==> src/rtl/catrfp_pkg.sv <==
`timescale 1ns / 1ps

package catrfp_pkg;

  // Item function code
  typedef enum logic {
    FUNC_BYTE    = 1'b0,
    FUNC_TIMEOUT = 1'b1
  } func_e;

  // Reported frame kind
  typedef enum logic [2:0] {
    KIND_NONE    = 3'd0,
    KIND_IF      = 3'd1,
    KIND_SM0     = 3'd2,
    KIND_TX      = 3'd3,
    KIND_FA      = 3'd4,
    KIND_MD0     = 3'd5,
    KIND_TIMEOUT = 3'd6
  } kind_e;

  typedef struct packed {
    func_e      func;
    logic [7:0] rx_byte;
  } in_t;

  typedef struct packed {
    kind_e       frame_kind;
    logic        changed;
    logic [29:0] frequency_hz;
    logic [3:0]  mode_index;
    logic [7:0]  s_meter;
    logic        transmitting;
    logic        online;
  } out_t;

  // ASCII characters
  localparam logic [7:0] CH_SEMI = 8'h3B;
  localparam logic [7:0] CH_0    = 8'h30;
  localparam logic [7:0] CH_1    = 8'h31;
  localparam logic [7:0] CH_9    = 8'h39;
  localparam logic [7:0] CH_A    = 8'h41;
  localparam logic [7:0] CH_B    = 8'h42;
  localparam logic [7:0] CH_C    = 8'h43;
  localparam logic [7:0] CH_D    = 8'h44;
  localparam logic [7:0] CH_F    = 8'h46;
  localparam logic [7:0] CH_I    = 8'h49;
  localparam logic [7:0] CH_M    = 8'h4D;
  localparam logic [7:0] CH_S    = 8'h53;
  localparam logic [7:0] CH_T    = 8'h54;
  localparam logic [7:0] CH_X    = 8'h58;

  // Frame lengths and byte positions
  localparam logic [4:0] LEN_MAX      = 5'd31;
  localparam logic [4:0] PREFIX_LEN   = 5'd3;
  localparam logic [4:0] IF_LEN       = 5'd27;
  localparam logic [4:0] IF_DIG_FIRST = 5'd5;
  localparam logic [4:0] IF_DIG_LAST  = 5'd13;
  localparam logic [4:0] IF_MODE_POS  = 5'd21;
  localparam logic [4:0] TX_LEN       = 5'd3;
  localparam logic [4:0] TX_MODE_POS  = 5'd2;
  localparam logic [4:0] FA_LEN       = 5'd11;
  localparam logic [4:0] FA_DIG_FIRST = 5'd2;
  localparam logic [4:0] FA_DIG_LAST  = 5'd10;
  localparam logic [4:0] MD_LEN       = 5'd4;
  localparam logic [4:0] MD_MODE_POS  = 5'd3;
  localparam logic [4:0] SM_MIN_LEN   = 5'd4;

  localparam logic [11:0] METER_SAT = 12'd256;
  localparam logic [8:0]  METER_MAX = 9'd255;

  localparam logic [3:0] MODE_NONE = 4'd0;
  localparam logic [3:0] MODE_B    = 4'd10;
  localparam logic [3:0] MODE_C    = 4'd11;
  localparam logic [3:0] MODE_D    = 4'd12;

  function automatic logic [3:0] mode_of(logic [7:0] c);
    logic [7:0] diff;
    diff = c - CH_0;
    if (c >= CH_1 && c <= CH_9) begin
      return diff[3:0];
    end else if (c == CH_B) begin
      return MODE_B;
    end else if (c == CH_C) begin
      return MODE_C;
    end else if (c == CH_D) begin
      return MODE_D;
    end
    return MODE_NONE;
  endfunction

endpackage

==> src/rtl/cat_response_frame_parser_top.sv <==
// Reply parser for a transceiver control link, one received byte per item.
// A result item for a ';' or timeout item is registered in the output register,
// or in the skid entry while the output is held. Throughput: one item per
// cycle while the skid entry is empty; the per-frame parse registers update on each item.
// Reset (asynchronous, active low) clears the frame parse state, the radio
// state (frequency, mode, meter, transmit, online) and the output queue.
`timescale 1ns / 1ps

module cat_response_frame_parser_top
  import catrfp_pkg::*;
(
  input  logic clk_i,
  input  logic rst_ni,
  input  logic in_valid_i,
  output logic in_stall_o,
  input  in_t  in_data_i,
  output logic out_valid_o,
  input  logic out_stall_i,
  output out_t out_data_o
);

  // Per-frame parse state: the frame is never stored, only its first three bytes, a running decimal
  // value with its valid flag, a running meter value and the position-selected mode byte.
  logic [4:0]  len_q, len_d;
  logic [23:0] prefix_q, prefix_d;
  logic [29:0] dig_q, dig_d;
  logic        dig_ok_q, dig_ok_d;
  logic [8:0]  met_q, met_d;
  logic [7:0]  mode_char_q, mode_char_d;

  // Radio state as last reported
  logic [29:0] freq_q, freq_d;
  logic [3:0]  mode_q, mode_d;
  logic [7:0]  meter_q, meter_d;
  logic        tx_q, tx_d;
  logic        online_q, online_d;

  // Output register plus one skid entry so a waiting result does not block input
  logic out_valid_q, out_valid_d;
  logic skid_valid_q, skid_valid_d;
  out_t out_data_q, out_data_d;
  out_t skid_data_q, skid_data_d;

  logic        accept;
  logic        out_take;
  logic [7:0]  rx;
  logic [4:0]  pos;
  logic [7:0]  pb0, pb1, pb2;
  logic        is_digit;
  logic [7:0]  dsub;
  logic [3:0]  dval;
  logic [29:0] dig_step;
  logic [11:0] met_wide;
  logic [11:0] met_step;
  logic [23:0] prefix_ins;
  logic        st_if, st_sm0, st_tx, st_fa, st_md0;
  logic        end_if, end_sm0, end_tx, end_fa, end_md0;
  logic [3:0]  end_mode;
  logic        res_valid;
  logic        chg;
  out_t        res;

  assign accept   = in_valid_i && !in_stall_o;
  assign out_take = out_valid_q && !out_stall_i;
  assign rx       = in_data_i.rx_byte;
  assign pos      = len_q;

  assign pb0 = prefix_q[7:0];
  assign pb1 = prefix_q[15:8];
  assign pb2 = prefix_q[23:16];

  assign is_digit = (rx >= CH_0) && (rx <= CH_9);
  assign dsub     = rx - CH_0;
  assign dval     = dsub[3:0];

  // acc * 10 + digit, kept to 30 bits
  assign dig_step = (dig_q << 3) + (dig_q << 1) + {26'd0, dval};

  // meter * 10 + digit, saturating at 256
  assign met_wide = ({3'd0, met_q} << 3) + ({3'd0, met_q} << 1) + {8'd0, dval};
  assign met_step = (met_wide > METER_SAT) ? METER_SAT : met_wide;

  // Prefix forms seen so far; the position counts bytes before this one
  assign st_if  = (pos >= 5'd2) && (pb0 == CH_I) && (pb1 == CH_F);
  assign st_tx  = (pos >= 5'd2) && (pb0 == CH_T) && (pb1 == CH_X);
  assign st_fa  = (pos >= 5'd2) && (pb0 == CH_F) && (pb1 == CH_A);
  assign st_sm0 = (pos >= PREFIX_LEN) && (pb0 == CH_S) && (pb1 == CH_M) && (pb2 == CH_0);
  assign st_md0 = (pos >= PREFIX_LEN) && (pb0 == CH_M) && (pb1 == CH_D) && (pb2 == CH_0);

  // Exact-size forms at the frame end; SM0 needs only its prefix here
  assign end_if  = (len_q == IF_LEN) && (pb0 == CH_I) && (pb1 == CH_F);
  assign end_sm0 = st_sm0;
  assign end_tx  = (len_q == TX_LEN) && (pb0 == CH_T) && (pb1 == CH_X);
  assign end_fa  = (len_q == FA_LEN) && (pb0 == CH_F) && (pb1 == CH_A);
  assign end_md0 = (len_q == MD_LEN) && (pb0 == CH_M) && (pb1 == CH_D) && (pb2 == CH_0);

  assign end_mode = mode_of(mode_char_q);

  always_comb begin
    prefix_ins = prefix_q;
    case (pos)
      5'd0:    prefix_ins[7:0]   = rx;
      5'd1:    prefix_ins[15:8]  = rx;
      5'd2:    prefix_ins[23:16] = rx;
      default: prefix_ins = prefix_q;
    endcase
  end

  // Parse and radio state update
  always_comb begin
    len_d       = len_q;
    prefix_d    = prefix_q;
    dig_d       = dig_q;
    dig_ok_d    = dig_ok_q;
    met_d       = met_q;
    mode_char_d = mode_char_q;
    freq_d      = freq_q;
    mode_d      = mode_q;
    meter_d     = meter_q;
    tx_d        = tx_q;
    online_d    = online_q;
    res_valid   = 1'b0;
    chg         = 1'b0;
    res         = '0;
    res.frame_kind = KIND_NONE;

    if (accept) begin
      if (in_data_i.func == FUNC_TIMEOUT) begin
        // partial frame is kept
        chg            = online_q;
        online_d       = 1'b0;
        res_valid      = 1'b1;
        res.frame_kind = KIND_TIMEOUT;
      end else if (rx != CH_SEMI) begin
        if (pos < PREFIX_LEN) begin
          prefix_d = prefix_ins;
        end
        if (st_if) begin
          if (pos >= IF_DIG_FIRST && pos <= IF_DIG_LAST) begin
            if (is_digit) begin
              dig_d = dig_step;
            end else begin
              dig_ok_d = 1'b0;
            end
          end
          if (pos == IF_MODE_POS) begin
            mode_char_d = rx;
          end
        end else if (st_sm0) begin
          if (is_digit) begin
            met_d = met_step[8:0];
          end else begin
            dig_ok_d = 1'b0;
          end
        end else if (st_tx) begin
          if (pos == TX_MODE_POS) begin
            mode_char_d = rx;
          end
        end else if (st_fa) begin
          if (pos >= FA_DIG_FIRST && pos <= FA_DIG_LAST) begin
            if (is_digit) begin
              dig_d = dig_step;
            end else begin
              dig_ok_d = 1'b0;
            end
          end
        end else if (st_md0) begin
          if (pos == MD_MODE_POS) begin
            mode_char_d = rx;
          end
        end
        if (pos < LEN_MAX) begin
          len_d = pos + 5'd1;
        end
      end else begin
        // frame end; an empty frame reports nothing
        if (len_q != 5'd0) begin
          res_valid = 1'b1;
          chg       = !online_q;
          online_d  = 1'b1;
          if (end_if) begin
            res.frame_kind = KIND_IF;
            if (dig_ok_q && (dig_q != 30'd0) && (end_mode != MODE_NONE)) begin
              if (freq_q != dig_q) begin
                freq_d = dig_q;
                chg    = 1'b1;
              end
              if (mode_q != end_mode) begin
                mode_d = end_mode;
                chg    = 1'b1;
              end
            end
          end else if (end_sm0) begin
            res.frame_kind = KIND_SM0;
            if ((len_q >= SM_MIN_LEN) && dig_ok_q && (met_q <= METER_MAX) &&
                ({1'b0, meter_q} != met_q)) begin
              meter_d = met_q[7:0];
              chg     = 1'b1;
            end
          end else if (end_tx) begin
            res.frame_kind = KIND_TX;
            if (tx_q != (mode_char_q != CH_0)) begin
              tx_d = (mode_char_q != CH_0);
              chg  = 1'b1;
            end
          end else if (end_fa) begin
            res.frame_kind = KIND_FA;
            if (dig_ok_q && (dig_q != 30'd0) && (freq_q != dig_q)) begin
              freq_d = dig_q;
              chg    = 1'b1;
            end
          end else if (end_md0) begin
            res.frame_kind = KIND_MD0;
            if ((end_mode != MODE_NONE) && (mode_q != end_mode)) begin
              mode_d = end_mode;
              chg    = 1'b1;
            end
          end
        end
        len_d       = 5'd0;
        prefix_d    = 24'd0;
        dig_d       = 30'd0;
        dig_ok_d    = 1'b1;
        met_d       = 9'd0;
        mode_char_d = 8'd0;
      end
    end

    res.changed      = chg;
    res.frequency_hz = freq_d;
    res.mode_index   = mode_d;
    res.s_meter      = meter_d;
    res.transmitting = tx_d;
    res.online       = online_d;
  end

  // Output register and skid entry. Input stalls only while the skid is full.
  assign in_stall_o = skid_valid_q;

  always_comb begin
    out_valid_d  = out_valid_q;
    skid_valid_d = skid_valid_q;
    out_data_d   = out_data_q;
    skid_data_d  = skid_data_q;
    if (skid_valid_q) begin
      if (out_take) begin
        out_data_d   = skid_data_q;
        skid_valid_d = 1'b0;
      end
    end else if (res_valid) begin
      if (!out_valid_q || out_take) begin
        out_data_d  = res;
        out_valid_d = 1'b1;
      end else begin
        skid_data_d  = res;
        skid_valid_d = 1'b1;
      end
    end else if (out_take) begin
      out_valid_d = 1'b0;
    end
  end

  always_ff @(posedge clk_i or negedge rst_ni) begin
    if (!rst_ni) begin
      len_q        <= 5'd0;
      prefix_q     <= 24'd0;
      dig_q        <= 30'd0;
      dig_ok_q     <= 1'b1;
      met_q        <= 9'd0;
      mode_char_q  <= 8'd0;
      freq_q       <= 30'd0;
      mode_q       <= MODE_NONE;
      meter_q      <= 8'd0;
      tx_q         <= 1'b0;
      online_q     <= 1'b0;
      out_valid_q  <= 1'b0;
      skid_valid_q <= 1'b0;
    end else begin
      len_q        <= len_d;
      prefix_q     <= prefix_d;
      dig_q        <= dig_d;
      dig_ok_q     <= dig_ok_d;
      met_q        <= met_d;
      mode_char_q  <= mode_char_d;
      freq_q       <= freq_d;
      mode_q       <= mode_d;
      meter_q      <= meter_d;
      tx_q         <= tx_d;
      online_q     <= online_d;
      out_valid_q  <= out_valid_d;
      skid_valid_q <= skid_valid_d;
    end
  end

  always_ff @(posedge clk_i) begin
    out_data_q  <= out_data_d;
    skid_data_q <= skid_data_d;
  end

  assign out_valid_o = out_valid_q;
  assign out_data_o  = out_data_q;

`ifndef SYNTHESIS
  // skid only fills behind a held output item
  a_skid_behind_out : assert property (@(posedge clk_i) disable iff (!rst_ni)
    skid_valid_q |-> out_valid_q)
    else $error("skid holds an item while the output register is empty");

  // a timeout always drops online
  a_timeout_offline : assert property (@(posedge clk_i) disable iff (!rst_ni)
    (accept && (in_data_i.func == FUNC_TIMEOUT)) |=> !online_q)
    else $error("online still set after a timeout item");

  // an empty frame carries no leftover parse state
  a_empty_frame_clean : assert property (@(posedge clk_i) disable iff (!rst_ni)
    (len_q == 5'd0) |-> ((prefix_q == 24'd0) && dig_ok_q && (met_q == 9'd0)))
    else $error("parse state not cleared at frame start");

  // a reported frame always leaves the link online, a timeout leaves it offline
  a_kind_online : assert property (@(posedge clk_i) disable iff (!rst_ni)
    out_valid_q |-> ((out_data_q.frame_kind == KIND_TIMEOUT) != out_data_q.online))
    else $error("online flag does not match the frame kind");
`endif

endmodule
==> config.mk <==
export PLATFORM = sky130hd
export DESIGN_NAME = cat_response_frame_parser_top
export DESIGN_NICKNAME = d
export VERILOG_FILES = /design/src/rtl/catrfp_pkg.sv /design/src/rtl/cat_response_frame_parser_top.sv
export SDC_FILE = /design/constraint.sdc
export NUM_CORES = 1
export LEC_CHECK = 0
export ABC_AREA = 0
export BUFFER_PORTS_ARGS = -buffer_cell sky130_fd_sc_hd__buf_2
export CORE_UTILIZATION = 60
export CTS_CLUSTER_SIZE = 24
export DETAILED_ROUTE_END_ITERATION = 16
export PLACE_DENSITY = 0.78
export SKIP_LAST_GASP = 1
export SYNTH_ARGS = -nofsm -noshare
export SYNTH_HDL_FRONTEND = slang
export SYNTH_SLANG_ARGS = --single-unit
==> constraint.sdc <==
create_clock -name clk_i -period 5.6 [get_ports clk_i]
set_input_delay 0.28 -clock clk_i [delete_from_list [all_inputs] [get_ports clk_i]]
set_output_delay 0.28 -clock clk_i [all_outputs]
set_load 0.005 [all_outputs]
# Word-level counts from Yosys, hierarchy flattened
# Index checks and enable logic that the tools add are counted.
# totals
register_bits,219
input_bits,13
out_inout_bits,50
# op_classes
n_addsub,7
magnitude_cmp,14
n_eq_ne,50
muxes,127
n_bitwise,3
n_reduce_logical,57
# ops
op,n
$mux 30,19
$mux 48,4
$mux 8,18
$eq 8x7->1 const B,13
$mux 4,17
$mux 1,51
$mux 24,2
$mux 9,5
$logic_and 1x1->1,34
$add 30x30->30,1
$add 30x4->30,1
$ne 30x30->1,1
$reduce_bool 30->1,1
$mux 3,9
$ge 8x6->1 const B,2
$le 8x6->1 const B,2
$ne 4x4->1 const B,4
$ne 8x6->1 const B,2
$ne 2x1->1 const B,7
$add 12x10->12,1
$add 12x4->12,1
$gt 12x9->1 const B,1
$ne 4x3->1 const B,3
$reduce_and 3->1,4
other kinds (33),55

# Depth between registers and ports, before layout
# Gate-level depths: netlist of the first run.
# depth
ltp_word,21
mapped_depth,13
mapped_depth_nobuf,12

# Worst setup path before layout of the first run
# No wires, ideal clock.
# synth_timing
path_type,input to register
from,input port in_data_i[6] (netlist bit)
to,"register out_data_q (netlist bit out_data_o[0]), enable pin"
setup_ns,0.469
arrival_ns,3.820
required_time_ns,5.131
path_slack_ns,1.310
cell_stages,8
n_path_buf,1
path_cell_list,and4bb_2 -> and4_1 -> clkbuf_1 -> and3_1 -> inv_1 -> nand2_1 -> a21oi_1 -> a21oi_1
# synth_via
elab_chain_len,6
# synth_rtl
element,line_no,rtl
start: declaration,cat_response_frame_parser_top.sv:16,"input in_t in_data_i,"
$ne 8x6->1,cat_response_frame_parser_top.sv:134,end else if (rx != CH_SEMI) begin
$mux 1,cat_response_frame_parser_top.sv:134,
$mux 1,cat_response_frame_parser_top.sv:128,if (in_data_i.func == FUNC_TIMEOUT) begin
$mux 1,cat_response_frame_parser_top.sv:127,if (accept) begin
$reduce_bool 2->1 (no source line),n/a,
$reduce_and 3->1 (no source line),n/a,
end signal: assignment,cat_response_frame_parser_top.sv:296,out_data_q <= out_data_d;
end: declaration,cat_response_frame_parser_top.sv:41,"out_t out_data_q, out_data_d;"
# No other way between the ends.
# A chain may end at the register's enable or synchronous reset.

# Final worst setup path of the first run
# layout_timing
from,register met_q[0]
to,register met_q[5]
# layout_via
elab_chain_len,8
# layout_rtl
element,line_no,rtl
start: declaration,cat_response_frame_parser_top.sv:28,"logic [8:0] met_q, met_d;"
start signal: assignment,cat_response_frame_parser_top.sv:283,met_q <= met_d;
$add 12x10->12 *,cat_response_frame_parser_top.sv:80,"assign met_wide = ({3'd0, met_q} << 3) + ({3'd0, met_q} << 1) + {8'd0, dval};"
$add 12x4->12 *,cat_response_frame_parser_top.sv:80,
$gt 12x9->1,cat_response_frame_parser_top.sv:81,assign met_step = (met_wide > METER_SAT) ? METER_SAT : met_wide;
$mux 9 *,cat_response_frame_parser_top.sv:81,
$mux 9 *,cat_response_frame_parser_top.sv:150,if (is_digit) begin
$mux 9 *,cat_response_frame_parser_top.sv:149,end else if (st_sm0) begin
$mux 9 *,cat_response_frame_parser_top.sv:138,if (st_if) begin
$mux 9 *,cat_response_frame_parser_top.sv:134,
# Mark *: on every way between the ends. The rest lies on a longest branch, timed or not. The select of a mux whose other input is x is not followed.

==> summary.txt, run 1 <==
Run status
  • Run status: completed

Hold path
  • Hold/Removal Path Class: input port to flop

Yosys
  • Fraction of registers with async set or reset after synthesis: approximately 56%
  • Share of synthesized cell area in and, or, nand and nor gates: 11.5%
  • Synthesized Nets: 1081
  • Top_reg_cell synth: sky130_fd_sc_hd__dfrtp_1
  • Per-instance average area after synthesis: ~12 µm²
  • Post-Synth Adder-Cell Area: 8.62%
  • Post-Synth XOR/XNOR Area: under 10%
  • Number of synthesis warnings: 0
  • Yosys reg bits: roughly 220
  • Number of distinct library cells after synthesis: between 70 and 80
  • Mux contribution to synthesized area: between 10 and 15%
  • Synthesized instance count: slightly below 1000
  • Number of flops mapped to enable cells by yosys: 96
  • Complex-gate fraction of the synthesized area: between 10% and 20%
  • Main combinational cell family by area after synthesis: simple AND/OR/NAND/NOR gates
  • Sequential area share after synthesis: about half
  • Netlist Area Pre-Place: ~0.012 mm²

Clocking
  • Clock slew seen by the registers of the worst setup and hold paths: about 60 ps
  • Clock latency at the later pin of the worst-skew pair: 510 ps
  • Clock Tree Buf Depth: 3
  • CTS tree: done
  • H-tree levels: 1
  • Clock buffers created by TritonCTS: 23
  • CTS Root Cell: sky130_fd_sc_hd__clkbuf_16
  • Number of buffers added for setup after CTS: 0
  • Number of clock sinks: roughly 220

STA
  • Final TNS setup: 0 ps
  • Fin Hold WS: 67.7 ps
  • Endpoints failing hold: 0
  • RSZ-0062 raised after global routing: no
  • Final cycle utilization of the critical path: between 60% and 70%
  • Min cycle time layout: 3500 ps
  • Clock Skew: roughly 14 ps
  • Slew margin rel.: between 40% and 50%
  • Final Max Slew Viols: 0
  • Total setup violations reported at the end of the flow: 0
  • Measured slew at the worst slew-check pin: around 840 ps
  • Timing-limited maximum frequency: 286 MHz

Cells and area
  • Syn-to-layout area delta: 11.8%
  • Number of diodes: 0
  • Fillcell total: 1383
  • Number of nets in the final layout: 1150
  • Ratio of cells with drive above 1 in the final layout: 22.6%

Global routing
  • Initial antenna violation count: 0
  • Met2 Resource Use GR: ~40%
  • Largest net degree at the start of global routing: 53
  • Most used routing layer in global routing: met2
  • Total congestion overflow: 0
  • Global router's overall resource usage: 26.2%
  • Vias in the first global route: roughly 8000
  • Wire length of the first global-routing pass: 41.6 mm
  • Routing usage on met1: 39.0%
  • Met3 track demand over resource: 3.84%

Job
  • Max-capacitance violation count: 0

Floorplanning
  • Die boundary height: 142 µm
  • Die area: slightly above 0.02 mm²
  • Number of core rows: 50
  • Number of top-level pins: between 60 and 70
  • Core Area: roughly 0.019 mm²
  • Horiz. Die Dim: around 140 µm
  • Initial standard-cell utilization of the core: 62.1%

Placed design
  • Final Wtd Congestion: roughly 0.9
  • Number of port buffers: 62
  • DP Wirelength: 18.2 mm

Power
  • Net switching power: 0.00117 W
  • Power density cells: 333 mW/mm²
  • Pint: ~0.0032 W
  • Sw Share: 26.6%
  • Sequential fraction of design power: a little under half
  • Comb pwr share: ~17%
  • Sum of internal, switching and leakage power: roughly 0.0044 W
  • Largest vdd supply drop: about 0.19 mV
  • Part of the power in the clock network: a little over a third
  • LEAKAGE: ~6.3 nW

Worst setup path
  • Critical path peak fanout: 7
  • Arrival time at the worst endpoint: roughly 4000 ps
  • Setup crit end kind: flop
  • Worst path required time: around 6000 ps
  • Nature of the critical path startpoint: flop
  • Crit Path Class: flop to flop

Drt
  • First-pass DRT Iterations: 5
  • Total wirelength of the detailed-routed design: between 20 and 30 mm
  • Vias per cell: ~6
  • Number of DRC violations after detailed routing: 0
  • Via count: a little over 8000
  • Final routed wire length divided by cell count: just under 20 µm
  • Number of nets with antenna violations after routing: 0
  • Initial drt markers: 678
power by group through the flow:
stage,clock [W],combinational (W),sequential (W)
final,0.00160,0.000725,0.00208
after global routing,0.00167,0.000798,0.00211
after CTS,0.00161,0.000731,0.00208
after detailed placement,0,0.000726,0.00211
after global placement,0,0.000713,0.00210
after floorplan,0,0.000495,0.00208
per-layer routing:
metal,wire (µm),up-vias
met5,0,-
met4,467,0
met3,1610,48
met2,11500,284
met1,12300,4048
li1,-,3840
sequential cells by signal, summed over array words and instances (netlist names), 4 cells and up:
register	cells
met_q	9
skid_data_q	48
dig_q	30
mode_char_q	8
mode_q	4
prefix_q	24
len_q	5
meter_q	8
out_data_o	48
freq_q	30
layout by cell type, fill, tap and decap left out, types with 12 or more instances in the layout:
| cell type | count |
|---|---|
| sky130_fd_sc_hd__mux2_2 | 111 |
| sky130_fd_sc_hd__a21oi_1 | 30 |
| sky130_fd_sc_hd__a31oi_1 | 12 |
| sky130_fd_sc_hd__o21ai_0 | 50 |
| sky130_fd_sc_hd__inv_1 | 23 |
| sky130_fd_sc_hd__nand2_1 | 82 |
| sky130_fd_sc_hd__nor4_1 | 20 |
| sky130_fd_sc_hd__xor2_1 | 56 |
| sky130_fd_sc_hd__nor3_1 | 16 |
| sky130_fd_sc_hd__edfxtp_1 | 96 |
| sky130_fd_sc_hd__clkbuf_16 | 23 |
| sky130_fd_sc_hd__nand4_1 | 13 |
| sky130_fd_sc_hd__o31ai_1 | 20 |
| sky130_fd_sc_hd__nand3_1 | 17 |
| sky130_fd_sc_hd__nor2_1 | 40 |
| sky130_fd_sc_hd__buf_2 | 61 |
| sky130_fd_sc_hd__a21o_1 | 18 |
| sky130_fd_sc_hd__xnor2_1 | 17 |
| sky130_fd_sc_hd__ha_1 | 75 |
| sky130_fd_sc_hd__dfrtp_1 | 121 |
Yosys cell counts, types with 8 or more instances:
cell type                  number  area share, %
sky130_fd_sc_hd__a21o_1        18            1.1
sky130_fd_sc_hd__a21oi_1       31            1.3
sky130_fd_sc_hd__a31oi_1       12           0.64
sky130_fd_sc_hd__and2_1         8           0.42
sky130_fd_sc_hd__clkbuf_1      19           0.60
sky130_fd_sc_hd__dfrtp_1      122             26
sky130_fd_sc_hd__edfxtp_1      96             24
sky130_fd_sc_hd__ha_1          75            7.9
sky130_fd_sc_hd__inv_1         23           0.73
sky130_fd_sc_hd__mux2_2       111             11
sky130_fd_sc_hd__nand2_1       82            2.6
sky130_fd_sc_hd__nand2b_1       9           0.48
sky130_fd_sc_hd__nand3_1       17           0.72
sky130_fd_sc_hd__nand4_1       13           0.69
sky130_fd_sc_hd__nor2_1        40            1.3
sky130_fd_sc_hd__nor2b_1       11           0.58
sky130_fd_sc_hd__nor3_1        16           0.68
sky130_fd_sc_hd__nor4_1        20            1.1
sky130_fd_sc_hd__o21a_1         9           0.57
sky130_fd_sc_hd__o21ai_0       50            2.1
sky130_fd_sc_hd__o31ai_1       20            1.3
sky130_fd_sc_hd__xnor2_1       17            1.3
sky130_fd_sc_hd__xor2_1        56            4.2
final cells by class:
class	instances	area, µm²	area share, %
timing repair buffer	73	398	3.01
sequential	219	5960	45.2
tap	260	325	2.46
clock buffer	27	601	4.55
clock inverter	15	190	1.44
inverter	23	86.3	0.654
multi-input combinational	718	5640	42.7
final timing paths:
kind / start / to / slack, ps / depth (start not counted)
setup / recovery: met_q[0] / met_q[5] / 2100 / 11
hold / removal: out_stall_i / in_stall_o / 70 / 3
setup reg to reg: met_q[0] / met_q[5] / 2100 / 11
hold reg to reg: prefix_q[17] / prefix_q[17] / 510 / 1
max in group asynchronous: rst_ni / mode_q[0] / 4280 / 3
min in group asynchronous: rst_ni / dig_q[21] / 250 / 2
critical path, stage by stage (launching register included):
cell and delay, ps:
sky130_fd_sc_hd__dfrtp_1 450, sky130_fd_sc_hd__fa_1 560, sky130_fd_sc_hd__inv_1 70, sky130_fd_sc_hd__fa_1 470, sky130_fd_sc_hd__nor2b_1 180, sky130_fd_sc_hd__o2111ai_1 150
sky130_fd_sc_hd__a31oi_1 290, sky130_fd_sc_hd__o21ai_0 140, sky130_fd_sc_hd__a211o_1 300, sky130_fd_sc_hd__a21oi_1 240, sky130_fd_sc_hd__and4b_1 410, sky130_fd_sc_hd__a22o_1 180
stage by stage:
stage / instances / instance area [µm²] / worst slack (ps) / utilization (%)
floorplan: 989 / 11800 / 1310 / -
global placement: 1292 / 12400 / 2290 / 65.2
detailed placement: 1292 / 12400 / 2170 / 65.2
CTS: 1335 / 13200 / 2160 / 69.4
global route: 1335 / 13200 / 1960 / 69.4
finish: 1335 / 13200 / 2100 / 69.4
cells by family (layout without fill, tap and decap cells):
group / Yosys count / after routing
AOI/OAI and AO/OA: 196 / 196
adders and majority gates: 79 / 79
and+or+nand+nor: 256 / 256
xor gates and xnor gates: 73 / 73
DFF: 219 / 219
buffers and inverters: 52 / 138
muxes: 114 / 114
timing repair:
action                                  CTS  global route
endpoints found under the setup margin    0             0
hold endpoints to repair                 31             0
resized for setup                         0             0
hold buffers                              1             0
Note: power is estimated with default switching activity, not from simulation.
==> inputs of run 2 (changes only) <==
CORE_UTILIZATION = 56   (was 60)
PLACE_DENSITY = 0.77   (was 0.78)
clock period = 3.2 ns   (was 5.6 ns; I/O delays follow)
==> run 2 against run 1 <==
Effect of this change:
- the run now ends with negative setup slack left
- sequential power increased by 76%
- clock skew increased by 13 ps
- total power increased by 83%
- cell count increased by 3.8%
- fmax increased by 9.2%
- critical path depth decreased by 1
- sequential cell count unchanged
- critical endpoint is now out_data_o[18]
- highest routed layer unchanged
==> summary.txt, run 2 (same netlist as run 1, synthesis figures left out) <==
Worst setup path
  • Crit Path Class: flop to flop (unchanged)
  • Setup crit end kind: flop (unchanged)
  • Critical path peak fanout: 7 (unchanged)
  • Worst path required time: 3480 ps (was 6040 ps)
  • Nature of the critical path startpoint: flop (unchanged)
  • Arrival time at the worst endpoint: 3480 ps (was 3940 ps)

Drt
  • Initial drt markers: 558 (was 678)
  • Total wirelength of the detailed-routed design: 27.8 mm (was 25.9 mm)
  • Post-Route M1 WL: 12.5 mm (was 12.3 mm)
  • First-pass DRT Iterations: 6 (was 5)
  • Sum of met3 wire segment lengths after detailed routing: 1.54 mm (was 1.61 mm)
  • Met2 layer wire length in the routed design: 13.2 mm (was 11.5 mm)
  • Final routed wire length divided by cell count: 20.1 µm (was 19.4 µm)
  • Number of DRC violations after detailed routing: 0 (unchanged)
  • Top Layer Used: met4 (unchanged)
  • Via count: 8395 (was 8220)
  • Number of nets with antenna violations after routing: 0 (unchanged)
  • Vias per cell: 6.06 (was 6.16)

STA
  • Measured slew at the worst slew-check pin: 799 ps (was 839 ps)
  • Slew margin rel.: 46.6% (was 43.6%)
  • RSZ-0062 raised after global routing: yes (was no)
  • Clock Skew: 27.3 ps (was 14.2 ps)
  • Timing-limited maximum frequency: 312 MHz (was 286 MHz)
  • Min cycle time layout: 3210 ps (was 3500 ps)
  • Total setup violations reported at the end of the flow: 2 (was 0)
  • Endpoints failing hold: 0 (unchanged)
  • Fin worst setup slack: -6.13 ps (was 2100 ps)
  • Final cycle utilization of the critical path: 100% (was 62.5%)
  • Final Max Slew Viols: 0 (unchanged)

Power
  • Power density cells: 582 mW/mm² (was 333 mW/mm²)
  • Largest vdd supply drop: 0.726 mV (was 0.187 mV)
  • LEAKAGE: 6.54 nW (was 6.27 nW)

Cells and area
  • Most frequent standard cell in the layout excluding fill and tap cells: sky130_fd_sc_hd__dfrtp_1 (unchanged)
  • Syn-to-layout area delta: 16.8% (was 11.8%)
  • Ratio of cells with drive above 1 in the final layout: 26.8% (was 22.6%)
  • Leading cell types in the layout, fill and taps excluded: sky130_fd_sc_hd__dfrtp_1 (121), sky130_fd_sc_hd__mux2_2 (109), sky130_fd_sc_hd__edfxtp_1 (96) (was sky130_fd_sc_hd__dfrtp_1 (121), sky130_fd_sc_hd__mux2_2 (111), sky130_fd_sc_hd__edfxtp_1 (96))
  • Fin area: 0.0138 mm² (was 0.0132 mm²)
  • Final std cells w/o fill: 1386 (was 1335)
  • Fillcell total: 1442 (was 1383)
  • Number of nets in the final layout: 1190 (was 1150)
  • Multi-input combinational cell area: 0.00574 mm² (was 0.00564 mm²)
  • Number of diodes: 0 (unchanged)
  • Register cell area after layout: 0.00596 mm² (unchanged)

Floorplanning
  • Core Area: 0.0204 mm² (was 0.0190 mm²)
  • Horiz. Die Dim: 147 µm (was 142 µm)
  • Die area: 0.0217 mm² (was 0.0202 mm²)
  • Number of top-level pins: 63 (unchanged)
  • Die boundary height: 147 µm (was 142 µm)
  • Number of core rows: 52 (was 50)
  • Initial standard-cell utilization of the core: 57.8% (was 62.1%)

Placed design
  • Number of port buffers: 62 (unchanged)
  • Placed instance area: 0.0127 mm² (was 0.0124 mm²)
  • Final Wtd Congestion: 0.911 (was 0.901)
  • DP Wirelength: 18.9 mm (was 18.2 mm)
  • Cell total after placement: 1329 (was 1292)

Global routing
  • Wire length of the first global-routing pass: 43.3 mm (was 41.6 mm)
  • Largest net degree at the start of global routing: 63 (was 53)
  • Global router's overall resource usage: 25.3% (was 26.2%)
  • Total congestion overflow: 0 (unchanged)
  • Initial antenna violation count: 0 (unchanged)
  • Vias in the first global route: 8165 (was 7932)

Clocking
  • Clock Tree Buf Depth: 3 (unchanged)
  • Clock latency at the later pin of the worst-skew pair: 530 ps (was 510 ps)
  • H-tree levels: 1 (unchanged)
  • CTS tree: done (unchanged)
  • CTS Root Cell: sky130_fd_sc_hd__clkbuf_16 (unchanged)
  • Clock buffers created by TritonCTS: 24 (was 23)
  • Clock slew seen by the registers of the worst setup and hold paths: 70 ps (was 60 ps)
  • Number of clock sinks: 219 (unchanged)

Job
  • Max-capacitance violation count: 0 (unchanged)

Hold path
  • Hold/Removal Path Class: input port to flop (unchanged)

Run status
  • Violations in the final reports: negative setup slack
  • Run status: finished, violations left (was completed)
-- run 2: cell count changes in the layout (fill, tap and decap cells not counted), sizes merged --
cell,previous run,this run
buf,72,105
clkbuf,27,29
clkinvlp,1,2
dlygate4sd3,1,5
inv,25,26
-- run 2: final timing paths --
kind                                   start              to  slack (ps)  cells past startpoint
worst min register to register  prefix_q[14]    prefix_q[14]         500                      1
min in group asynchronous             rst_ni    prefix_q[14]         240                      2
worst min-delay path            in_data_i[0]  mode_char_q[0]          60                      3
worst max-delay path             prefix_q[0]  out_data_o[18]          -6                     10
worst max register to register   prefix_q[0]  out_data_o[18]          -6                     10
max in group asynchronous             rst_ni     prefix_q[2]        1970                      3
-- run 2: per-stage QoR --
step	setup TNS (ps)	util (%)	worst slack (ps)	hold slack, ps	power, W
after detailed placement	-5.22	62.0	-5.22	285	0.00503
final	-7.62	67.5	-6.13	63.5	0.00803
after global routing	-1500	67.5	-64.9	63.0	0.00835
after global placement	0	62.0	62.6	292	0.00498
after floorplan	0	-	78.1	-136	0.00450
after CTS	0	66.5	10.8	49.6	0.00803
-- run 2: what timing repair did --
item / CTS / global route
hold buffers: 5 / 0
pin swaps: 0 / 10
setup buffers: 0 / 5
setup endpoints to repair: 1 / 53
cloned: 0 / 3
resized for setup: 1 / 24
endpoints found under the hold margin: 68 / 0
-- run 2: worst max-delay path, stage by stage (launching register included) --
cell and delay, ps:
sky130_fd_sc_hd__dfrtp_1 380, sky130_fd_sc_hd__or4b_4 550, sky130_fd_sc_hd__nor2_2 90, sky130_fd_sc_hd__nand4_1 170, sky130_fd_sc_hd__or3_4 430, sky130_fd_sc_hd__o21a_1 140, sky130_fd_sc_hd__nor3_4 210, sky130_fd_sc_hd__buf_12 160
sky130_fd_sc_hd__clkbuf_16 170, sky130_fd_sc_hd__mux2_1 370, sky130_fd_sc_hd__mux2_2 280
-- run 2: report_power, final --
group	internal [W]	switching (W)	leakage (nW)	total [W]
combinational	0.000650	0.000721	3.55	0.00137
clock	0.00179	0.00120	0.421	0.00299
sequential	0.00339	0.000277	2.57	0.00367
total	0.00583	0.00220	6.54	0.00803
-- run 2: area by class of cell --
| type | instances | area share, % |
|---|---|---|
| clock inverters | 17 | 1.64 |
| repair buffers | 112 | 5.81 |
| inverters | 23 | 0.626 |
| multi-input cells | 718 | 41.6 |
| well taps | 270 | 2.45 |
| clock buffers | 27 | 4.65 |
| flip-flops and latches | 219 | 43.2 |
-- run 2: routing by layer --
metal  GRT usage, %  up-vias
li1               -     3937
met1           36.1     4158
met4           6.70        0
met2           40.9      261
met5              0        -
met3           3.35       39
